===== config.mk =====
export PLATFORM = sky130hd
export DESIGN_NAME = c3sp_job_fifo
export DESIGN_NICKNAME = d
export VERILOG_FILES = /design/src/design/c3sp_pkg.sv /design/src/design/c3sp_job_fifo.sv
export SDC_FILE = /design/constraint.sdc
export NUM_CORES = 1
export LEC_CHECK = 0
export BUFFER_PORTS_ARGS = -buffer_cell sky130_fd_sc_hd__buf_2
export CAP_MARGIN = 10
export CORE_ASPECT_RATIO = 1.25
export CORE_UTILIZATION = 50
export DETAILED_ROUTE_END_ITERATION = 6
export PLACE_DENSITY = 0.82
export SETUP_SLACK_MARGIN = 0.4
export SYNTH_ARGS = -nofsm -noshare
export SYNTH_HDL_FRONTEND = slang
export SYNTH_SLANG_ARGS = --single-unit
export TNS_END_PERCENT = 10

===== constraint.sdc =====
create_clock -name clk -period 5.6 [get_ports clk]
set_input_delay 1.12 -clock clk [delete_from_list [all_inputs] [get_ports clk]]
set_output_delay 1.12 -clock clk [all_outputs]
set_load 0.01 [all_outputs]

===== src/design/c3sp_pkg.sv =====
// Package for the 3x3 same-padding convolution block.
// Holds widths, register codes, reset values and the structs shared by the modules.
// No dependencies.
package c3sp_pkg;

  localparam int MAX_WIDTH  = 1024;
  localparam int COL_W      = $clog2(MAX_WIDTH);
  localparam int WID_W      = 11;
  localparam int HGT_W      = 13;
  localparam int PLN_W      = 3;
  localparam int PIDX_W     = 2;
  localparam int KROW_W     = 48;
  localparam int COEF_W     = 16;
  localparam int PIX_W      = 8;
  localparam int MAG_W      = 27;
  localparam int FRAC_W     = 11;
  localparam int PROD_W     = PIX_W + 1 + COEF_W;
  localparam int SUM_W      = PROD_W + 4;
  localparam int CFG_IDX_W  = 3;
  localparam int CFG_DATA_W = 48;
  localparam int MAX_PLANES = 4;

  localparam int JOB_DEPTH  = 4;
  localparam int JOB_PTR_W  = $clog2(JOB_DEPTH);
  localparam int RES_DEPTH  = 16;
  localparam int RES_PTR_W  = $clog2(RES_DEPTH);

  localparam logic [KROW_W-1:0] KROW_MID_RST = 48'd134217728;
  localparam logic [WID_W-1:0]  WIDTH_RST    = 11'd640;
  localparam logic [HGT_W-1:0]  HEIGHT_RST   = 13'd480;
  localparam logic [PLN_W-1:0]  PLANES_RST   = 3'd1;
  localparam logic [PIX_W-1:0]  WRAP_MOD     = 8'd255;

  typedef enum logic [CFG_IDX_W-1:0] {
    CFG_KROW_TOP = 3'd0,
    CFG_KROW_MID = 3'd1,
    CFG_KROW_BOT = 3'd2,
    CFG_WIDTH    = 3'd3,
    CFG_HEIGHT   = 3'd4,
    CFG_PLANES   = 3'd5,
    CFG_WRAP     = 3'd6
  } cfg_reg_t;

  typedef enum logic {
    CMD_PIXEL = 1'b0,
    CMD_DRAIN = 1'b1
  } cmd_t;

  typedef struct packed {
    logic [WID_W-1:0] width;
    logic [HGT_W-1:0] height;
    logic [PLN_W-1:0] planes;
  } front_cfg_t;

  typedef struct packed {
    logic [2:0][KROW_W-1:0] krow;
    logic                   wrap;
  } back_cfg_t;

  // Window entry i*3+j is row i (0 = top), column j (0 = left).
  typedef struct packed {
    logic [8:0][PIX_W-1:0] win;
    logic                  mask_top;
    logic                  en_a;
    logic                  left_a;
    logic                  en_b;
    logic                  left_b;
    logic                  last_plane;
    logic                  last_image;
  } job_t;

  typedef struct packed {
    logic [MAG_W-1:0] magnitude;
    logic             last_of_plane;
    logic             last_of_image;
  } result_t;

endpackage


===== src/design/c3sp_job_fifo.sv =====
// Short job queue between front end and arithmetic back end.
// Depends on c3sp_pkg.
module c3sp_job_fifo (
  input  logic           clk,
  input  logic           rst_n,
  input  logic           push,
  input  c3sp_pkg::job_t push_job,
  output logic           full,
  input  logic           pop,
  output logic           valid,
  output c3sp_pkg::job_t pop_job
);

  c3sp_pkg::job_t mem_r [c3sp_pkg::JOB_DEPTH];
  logic [c3sp_pkg::JOB_PTR_W-1:0] wp_r, rp_r;
  logic [c3sp_pkg::JOB_PTR_W:0]   cnt_r;

  assign full    = (cnt_r == (c3sp_pkg::JOB_PTR_W+1)'(c3sp_pkg::JOB_DEPTH));
  assign valid   = (cnt_r != '0);
  assign pop_job = mem_r[rp_r];

  always_ff @(posedge clk) begin
    if (!rst_n) begin
      wp_r  <= '0;
      rp_r  <= '0;
      cnt_r <= '0;
    end else begin
      if (push) begin
        wp_r <= wp_r + 1'b1;
      end
      if (pop) begin
        rp_r <= rp_r + 1'b1;
      end
      cnt_r <= cnt_r + (c3sp_pkg::JOB_PTR_W+1)'(push) - (c3sp_pkg::JOB_PTR_W+1)'(pop);
    end
  end

  always_ff @(posedge clk) begin
    if (push) begin
      mem_r[wp_r] <= push_job;
    end
  end

endmodule


==> results of run 1 <==
==> logic make-up (layout without fill, tap and decap cells) <==
group	after synthesis	after routing	share of synthesized area, %
flops	325	325	81.8
mux	80	80	15.1
buf+inv	25	232	1.18
simple gates	14	14	0.646
fa+ha+maj	7	7	0.804
xor+xnor	3	3	0.349
compound gates	2	2	0.127
other cells	0	2	0
==> worst max path at each step <==
| stage | slack (ns) | end |
|---|---|---|
| global route | 1.48 | pop_job[35] |
| global placement | 2.20 | pop_job[35] |
| finish | 1.70 | pop_job[35] |
| detailed placement | 2.18 | pop_job[36] |
| floorplan | 2.19 | mem_r[0][0] |
| CTS | 1.57 | pop_job[35] |
==> cells in the mapped netlist (all sizes together) <==
library cell	count
edfxtp	316
and3	1
dfxtp	9
mux4	79
buf	12
fa	1
mux2i	1
and2	6
ha	6
inv	7
xor3	1
nand3b	1
nor2	5
or3	1
a21oi	1
xnor2	2
clkbuf	6
a21bo	1
==> power by group <==
group	switching, mW	internal, mW	total [mW]
Clock	0.804	1.14	1.95
Combinational	0.230	0.232	0.462
Sequential	0.0653	2.80	2.86
==> state kept, by name (all words and copies together) (netlist names), named ones only <==
register	cells
cnt_r	3
rp_r	2
mem_r	316
wp_r	2
==> layout make-up <==
cell class,instances,area [µm²]
Fill cell,1609,9210
Multi-Input combinational cell,106,2030
Sequential cell,325,9680
Timing Repair Buffer,169,861
Tap cell,288,360
Clock inverter,7,91.3
Inverter,7,26.3
Clock buffer,49,863
Antenna cell,2,5.00
==> per-stage QoR <==
step	cells	area, µm²
after floorplan	456	11800
after global placement	895	13000
after detailed placement	895	13000
after CTS	951	13900
after global routing	952	13900
final	953	13900
==> layer usage <==
| metal | up-vias | share of wire (%) | routed length, µm | track usage, % |
|---|---|---|---|---|
| met5 | - | 0.15 | 31 | 0 |
| met4 | 4 | 2.0 | 415 | 5.36 |
| met3 | 39 | 6.3 | 1290 | 4.02 |
| met2 | 173 | 54 | 11000 | 31.5 |
| met1 | 2714 | 38 | 7670 | 20.2 |
| li1 | 2318 | - | - | - |
==> tightest hold or removal path: stages (launching register included) <==
cell	delay, ns
dfxtp_1	0.31
nand3b_1	0.10
a21oi_1	0.08
==> impl_metrics.json, run 1 <==
{
  "outcome": "complete, no violations",
  "mostFrequentLayoutCells": "316 x edfxtp_1, 163 x buf_2, 79 x mux4_2",
  "wl_mm": 20.5,
  "cap_violations": 0,
  "num_io_pins": 164,
  "antenna_found_initial": 4,
  "tightest_slew_ns": 1.18,
  "grt.overflow.total": 0,
  "power.total_mw": 5.27,
  "fin_skew_ns": 0.0137,
  "vias_per_cell": 5.51,
  "rows": 62,
  "cts_tree": "yes",
  "hold_viol": 0,
  "setup_tns_ns": 0,
  "r2r_cells": 4,
  "detail-route-antenna-nets": 0,
  "critPathLaunchType": "register",
  "cts.clk_slew.worst_paths_ns": 0.06,
  "synth_top_cell_by_area": "edfxtp_1",
  "slew_viol_final": 0,
  "cp.buffers_inverters": 2,
  "final_common_cell": "edfxtp_1",
  "yosys_warnings": 0,
  "drt_pass1_iterations": 5,
  "yosysTopAreaCellShare_pct": 80.2,
  "crit_path_max_incr_delay_ns": 0.97,
  "rsz0062_at_grt": "no",
  "cp.depth": 3,
  "critPathKind": "reg -> out",
  "cts.path.max_buffers": 3,
  "cp_slowest_cell": "dfxtp_4",
  "powerDensity_nw_per_um2": 379,
  "cts_buffers": 30,
  "crit_required_ns": 4.48,
  "layout.nets": 729,
  "drc": 0,
  "grt_pass1_wl_mm": 31.7,
  "synth.avg_cell_area_um2": 25.9,
  "place_hpwl_mm": 12.2,
  "postSynthCellCount": 456,
  "dieArea_um2": 24300,
  "htreeDepth": 1,
  "ys_top_cells_by_area": "edfxtp_1 80%, mux4_2 15%, dfxtp_1 1.5%",
  "syn_nets": 546,
  "start_util_pct": 51.2,
  "r2r_setup_slack_ns": 3.43,
  "whs_ns": 0.539,
  "holdCritPathClass": "reg -> reg",
  "synth.cell_area_um2": 11800,
  "r2r_end": "mem_r[2][22]",
  "synth_cell_types": 21,
  "portBuffers": 163,
  "min_period_ns": 3.90,
  "cts_root_buffer": "clkbuf_16",
  "ys_seq_area_share_pct": 81.8,
  "pre_cts_ws_ns": 2.18,
  "critPathArrivalTime_ns": 2.78,
  "cts_sinks": 325,
  "end_kind": "primary output",
  "cp_max_fo": 46,
  "worst_slack_ns": 1.70,
  "fmax_mhz": 256,
  "die_width_um": 140,
  "worstHoldStart": "rp_r[1]",
  "syn_to_final_growth_pct": 17.6,
  "post_cts_buffers": 0,
  "cts_resized": 0,
  "holdPathStages": 2,
  "via_count": 5248,
  "gp_congestion": 0.687,
  "die_h_um": 174,
  "avgRoutedWirePerCell_um": 21.5,
  "utilization_pct": 60.2,
  "cp_cell_sequence": "buf_4 -> mux4_2 -> buf_2",
  "grt_max_degree": 80,
  "grt.total_usage_pct": 17.3,
  "path_delay_family": "flip-flops",
  "layout-drive-gt1-share_pct": 44.5,
  "drt_iter0_drc": 332,
  "insertion_delay_ns": 0.54,
  "first_global_vias": 5842,
  "holdBufCountCts": 0,
  "ys_ff_latch": 325,
  "coreArea_um2": 23100,
  "ir_drop_mv": 0.302,
  "period_share_pct": 69.7,
  "p_leak_nw": 4.69,
  "reg2reg_from": "wp_r[0]",
  "slew_headroom_pct": 21.2,
  "setup_viol": 0
}
Note: power is estimated with default switching activity, not from simulation.
==> run 2: changes to the inputs <==
--- a/config.mk
+++ b/config.mk
@@ -5,12 +5,13 @@
 export SDC_FILE = /design/constraint.sdc
 export NUM_CORES = 1
 export LEC_CHECK = 0
+export ABC_AREA = 1
 export BUFFER_PORTS_ARGS = -buffer_cell sky130_fd_sc_hd__buf_2
 export CAP_MARGIN = 10
 export CORE_ASPECT_RATIO = 1.25
 export CORE_UTILIZATION = 50
 export DETAILED_ROUTE_END_ITERATION = 6
-export PLACE_DENSITY = 0.82
+export PLACE_DENSITY = 0.81
 export SETUP_SLACK_MARGIN = 0.4
 export SYNTH_ARGS = -nofsm -noshare
 export SYNTH_HDL_FRONTEND = slang
==> constraint.sdc (replaced) <==
create_clock -name clk -period 3.9 [get_ports clk]
set_input_delay 0.78 -clock clk [delete_from_list [all_inputs] [get_ports clk]]
set_output_delay 0.78 -clock clk [all_outputs]
set_load 0.01 [all_outputs]
==> impl_metrics.json, run 2 <==
{
  "powerDensity_nw_per_um2": 493,
  "yosysMostFrequentCell": "edfxtp_1",
  "drt_pass1_iterations": 5,
  "syn_nets": 1068,
  "start_util_pct": 51.2,
  "synth-async-reset-ratio_pct": 0,
  "die_h_um": 185,
  "gp_congestion": 0.729,
  "first_global_vias": 7419,
  "drc": 0,
  "grt.total_usage_pct": 17.3,
  "yosysTopAreaCellShare_pct": 70.6,
  "ys.flop_type": "edfxtp_1",
  "synth_enable_flop_cells": 316,
  "mostFrequentLayoutCells": "316 x edfxtp_1, 170 x inv_1, 168 x nand2_1",
  "cts.clk_slew.worst_paths_ns": 0.06,
  "postSynthCellCount": 978,
  "htreeDepth": 1,
  "synth_top_cell_by_area": "edfxtp_1",
  "tightest_slew_ns": 0.801,
  "avgRoutedWirePerCell_um": 15.8,
  "cts_root_buffer": "clkbuf_16",
  "cts_buffers": 30,
  "drt_iter0_drc": 408,
  "yosys_warnings": 0,
  "detail-route-antenna-nets": 0,
  "whs_ns": 0.452,
  "outcome": "complete, no violations",
  "rsz0062_at_grt": "no",
  "layout-drive-gt1-share_pct": 27.4,
  "top_register": "mem_r",
  "synth.avg_cell_area_um2": 13.7,
  "fin_skew_ns": 0.00977,
  "cap_violations": 0,
  "rows": 66,
  "cts_resized": 0,
  "worst_slack_ns": 0.862,
  "die_width_um": 149,
  "setup_viol": 0,
  "period_share_pct": 77.9,
  "antenna_found_initial": 5,
  "via_count": 7518,
  "largest_registers": "mem_r x316, cnt_r x3",
  "p_leak_nw": 5.90,
  "end_kind": "primary output",
  "place_hpwl_mm": 14.0,
  "fmax_mhz": 329,
  "final_common_cell": "edfxtp_1",
  "syn_to_final_growth_pct": 13.9,
  "cp_max_fo": 136,
  "critPathLaunchType": "register",
  "vias_per_cell": 5.03,
  "netlist_top_cells_count": "316 x edfxtp_1, 174 x inv_1, 168 x nand2_1",
  "cts_tree": "yes",
  "min_period_ns": 3.04,
  "crit_required_ns": 3.12,
  "slew_headroom_pct": 46.6,
  "grt.overflow.total": 0,
  "largest_reg_flops": 316,
  "ys_ff_latch": 325,
  "holdCritPathClass": "in -> reg",
  "synth.cell_area_um2": 13400,
  "critPathArrivalTime_ns": 2.26,
  "cts_sinks": 325,
  "ys_seq_area_share_pct": 71.9,
  "slew_viol_final": 0,
  "post_cts_buffers": 0,
  "critPathKind": "reg -> out",
  "grt_pass1_wl_mm": 36.9,
  "num_io_pins": 164,
  "insertion_delay_ns": 0.54,
  "coreArea_um2": 26300,
  "hold_viol": 0,
  "ir_drop_mv": 0.397,
  "pre_cts_ws_ns": 1.43,
  "layout.nets": 1220,
  "setup_tns_ns": 0,
  "cts.path.max_buffers": 3,
  "wl_mm": 23.6,
  "dieArea_um2": 27600,
  "synth_cell_types": 21,
  "holdBufCountCts": 0,
  "ys_top_cells_by_area": "edfxtp_1 71%, o211ai_2 7.3%, inv_1 4.9%",
  "portBuffers": 163,
  "grt_max_degree": 137
}
## run 2: cell types whose count changed in the layout (fill, tap and decap cells not counted), sizes merged, moves of 6 or more
cell    change
a21oi      +84
and2        -6
clkbuf      -9
clkinv     +10
inv       +164
mux4       -79
nand2     +168
o211ai     +79
o21ai      +83
## run 2: critical path, cell delays in order (launching register included)
cell and delay, ns:
dfxtp_4 0.60, buf_12 0.48, a21oi_1 0.17, o21ai_1 0.12, nand2_1 0.07, buf_2 0.14
## run 2: area by class of cell
type,instances,area (µm²)
antenna,4,10.0
clock buffer,40,810
clock inverter,14,119
fill,2025,10900
inverter,174,658
multi-input combinational,426,2640
sequential,325,9680
tap,340,425
timing repair buffer,173,978
## run 2: routing by layer
layer  up-vias  GRT usage (%)  wire, µm
met5         -              0        13
met4         2           6.02       542
met3        40           3.33      1330
met2       177           30.8     12100
met1      3593           20.8      9600
li1       3706              -         -
## run 2: metrics by stage
stage	total power, mW	util, %	instance area [µm²]	instances
after detailed placement	4.89	54.8	14400	1438
after global routing	7.87	58.3	15300	1496
after floorplan	4.62	-	13400	978
final	7.56	58.3	15300	1496
after CTS	7.65	58.3	15300	1492
after global placement	4.86	54.8	14400	1438
## run 2: worst paths after layout
check	slack, ns	end	depth (start not counted)	start
worst max-delay path	0.86	pop_job[51]	5	register
worst min-delay path	0.45	mem_r[3][24]	1	push_job[24]
worst max register to register	1.77	mem_r[0][19]	5	wp_r[0]
worst min register to register	0.46	register	2	rp_r[1]
## run 2: kinds of logic after synthesis
family	Yosys count	synth area share, %
flip-flops	325	71.9
adder cells (fa/ha/maj)	7	0.707
buffers and inverters	227	8.42
AO/OA/AOI/OAI	247	14.1
AND/OR/NAND/NOR	172	4.83
## run 2: where the power goes
part           switching, mW  leakage, nW  total [mW]  internal [mW]
Combinational          0.487         2.47       0.747          0.260
Sequential            0.0582         2.98        4.05           3.99
Clock                   1.18        0.451        2.76           1.58
Total                   1.72         5.90        7.56           5.84
==> run 3: changes to the inputs <==
--- a/config.mk
+++ b/config.mk
@@ -11,7 +11,7 @@
 export CORE_ASPECT_RATIO = 1.25
 export CORE_UTILIZATION = 50
 export DETAILED_ROUTE_END_ITERATION = 6
-export PLACE_DENSITY = 0.81
+export PLACE_DENSITY = 0.84
 export SETUP_SLACK_MARGIN = 0.4
 export SYNTH_ARGS = -nofsm -noshare
 export SYNTH_HDL_FRONTEND = slang
==> constraint.sdc (replaced) <==
create_clock -name clk -period 2.5 [get_ports clk]
set_input_delay 0.5 -clock clk [delete_from_list [all_inputs] [get_ports clk]]
set_output_delay 0.5 -clock clk [all_outputs]
set_load 0.01 [all_outputs]
==> impl_metrics.json, run 3 (same netlist as run 2, synthesis figures left out) <==
{
  "min_period_ns": 2.32,
  "drt_iter0_drc": 679,
  "grt.total_usage_pct": 19.7,
  "rsz0062_at_grt": "yes",
  "htreeDepth": 1,
  "setup_tns_ns": 0,
  "dp_cells": 1446,
  "num_io_pins": 164,
  "grt_max_degree": 76,
  "rows": 66,
  "insertion_delay_ns": 0.54,
  "r2r_setup_slack_ns": 0.62,
  "detail-route-antenna-nets": 0,
  "powerDensity_nw_per_um2": 736,
  "crit_path_max_incr_delay_ns": 0.41,
  "ir_drop_mv": 0.573,
  "largest_reg_flops": 316,
  "tightest_slew_ns": 0.976,
  "coreArea_um2": 26300,
  "die_h_um": 185,
  "syn_to_final_growth_pct": 21.3,
  "critPathLaunchType": "register",
  "cts_root_buffer": "clkbuf_16",
  "r2r_cells": 5,
  "layout-drive-gt1-share_pct": 32.4,
  "cp.buffers_inverters": 3,
  "grt.overflow.total": 0,
  "path_delay_family": "buffers and inverters",
  "drt_pass1_iterations": 5,
  "wl_mm": 30.1,
  "hold_viol": 0,
  "cts_buffers": 29,
  "utilization_pct": 62.1,
  "p_leak_nw": 6.31,
  "cts.path.max_buffers": 3,
  "cts.clk_slew.worst_paths_ns": 0.06,
  "cp_cell_sequence": "buf_12 -> buf_16 -> a21oi_1 -> o21ai_1 -> nand2_1 -> buf_2",
  "place_hpwl_mm": 15.0,
  "final_cells": 1539,
  "holdPathStages": 1,
  "mostFrequentLayoutCells": "316 x edfxtp_1, 168 x inv_1, 161 x nand2_1",
  "largest_registers": "mem_r x316, cnt_r x3",
  "avgRoutedWirePerCell_um": 19.6,
  "outcome": "complete, no violations",
  "fin_skew_ns": 0.0103,
  "final_common_cell": "edfxtp_1",
  "fmax_mhz": 432,
  "grt_pass1_wl_mm": 41.7,
  "gp_congestion": 0.731,
  "start_util_pct": 51.2,
  "layout.nets": 1266,
  "reg2reg_from": "wp_r[0]",
  "setup_viol": 0,
  "period_share_pct": 92.7,
  "vias_per_cell": 5.38,
  "cp_max_fo": 19,
  "end_kind": "primary output",
  "die_width_um": 149,
  "first_global_vias": 7916,
  "cap_violations": 0,
  "top_register": "mem_r",
  "portBuffers": 163,
  "slew_viol_final": 0,
  "antenna_found_initial": 5,
  "r2r_end": "mem_r[2][67]",
  "critPathKind": "reg -> out",
  "critPathArrivalTime_ns": 1.82,
  "via_count": 8277,
  "dieArea_um2": 27600,
  "placed_area_um2": 14500,
  "hold_end": "mem_r[1][66]",
  "crit_required_ns": 2.00,
  "fin_area_um2": 16300,
  "slew_headroom_pct": 34.9,
  "drc": 0,
  "holdCritPathClass": "in -> reg",
  "cts_tree": "yes",
  "cp_slowest_cell": "dfxtp_4",
  "cts_sinks": 325,
  "power.total_mw": 12.0,
  "worstHoldStart": "push_job[66]"
}
## run 3: cell type report
class                      count  area, µm²
multi-input combinational    426       2760
timing repair buffer         220       1910
fill                        1887       9950
clock inverter                11       98.8
tap                          340        425
inverter                     174        668
antenna                        3       7.51
sequential                   325       9680
clock buffer                  40        767
## run 3: report_power, final
group | internal (mW) | total (mW) | switching (mW)
registers | 6.23 | 6.31 | 0.0798
clock network | 2.33 | 4.14 | 1.80
logic | 0.630 | 1.56 | 0.931
total | 9.20 | 12.0 | 2.81
## run 3: how the worst max path moves through the flow
stage,slack (ns),cells past startpoint,endpoint
global placement,0.51,4,mem_r[2][49]
global route,0.11,7,pop_job[29]
detailed placement,0.52,4,mem_r[2][48]
floorplan,0.36,4,mem_r[0][0]
finish,0.18,6,pop_job[33]
CTS,0.18,6,pop_job[52]
## run 3: metal layers
metal  up-vias  part of all wire, %  global-route usage, %
met4         4                  3.3                   7.38
met2       343                   51                   33.4
met5         -                0.073                      0
li1       3810                    -                      -
met3        74                  7.3                   3.69
met1      4046                   39                   25.0
## run 3: repair_timing
action,in CTS,in global routing
endpoints found under the setup margin,79,79
resized for setup,28,26
cloned,8,17
pin swaps,4,11
endpoints found under the hold margin,0,0
hold buffers,0,0
buffers inserted,10,4
## run 3: through the flow
step / hold slack [ns] / worst slack [ns]
after CTS: 0.157 / 0.181
after floorplan: 0.436 / 0.356
after global routing: 0.167 / 0.111
after detailed placement: 0.453 / 0.524
final: 0.176 / 0.183
after global placement: 0.445 / 0.508
## run 3: worst register-to-register path: cells and delay by family (launching register included)
kind | cells | cell delay (ns)
simple gates | 1 | 0.06
fa+ha+maj | 1 | 0.18
buf+inv | 3 | 0.82
flops | 1 | 0.33
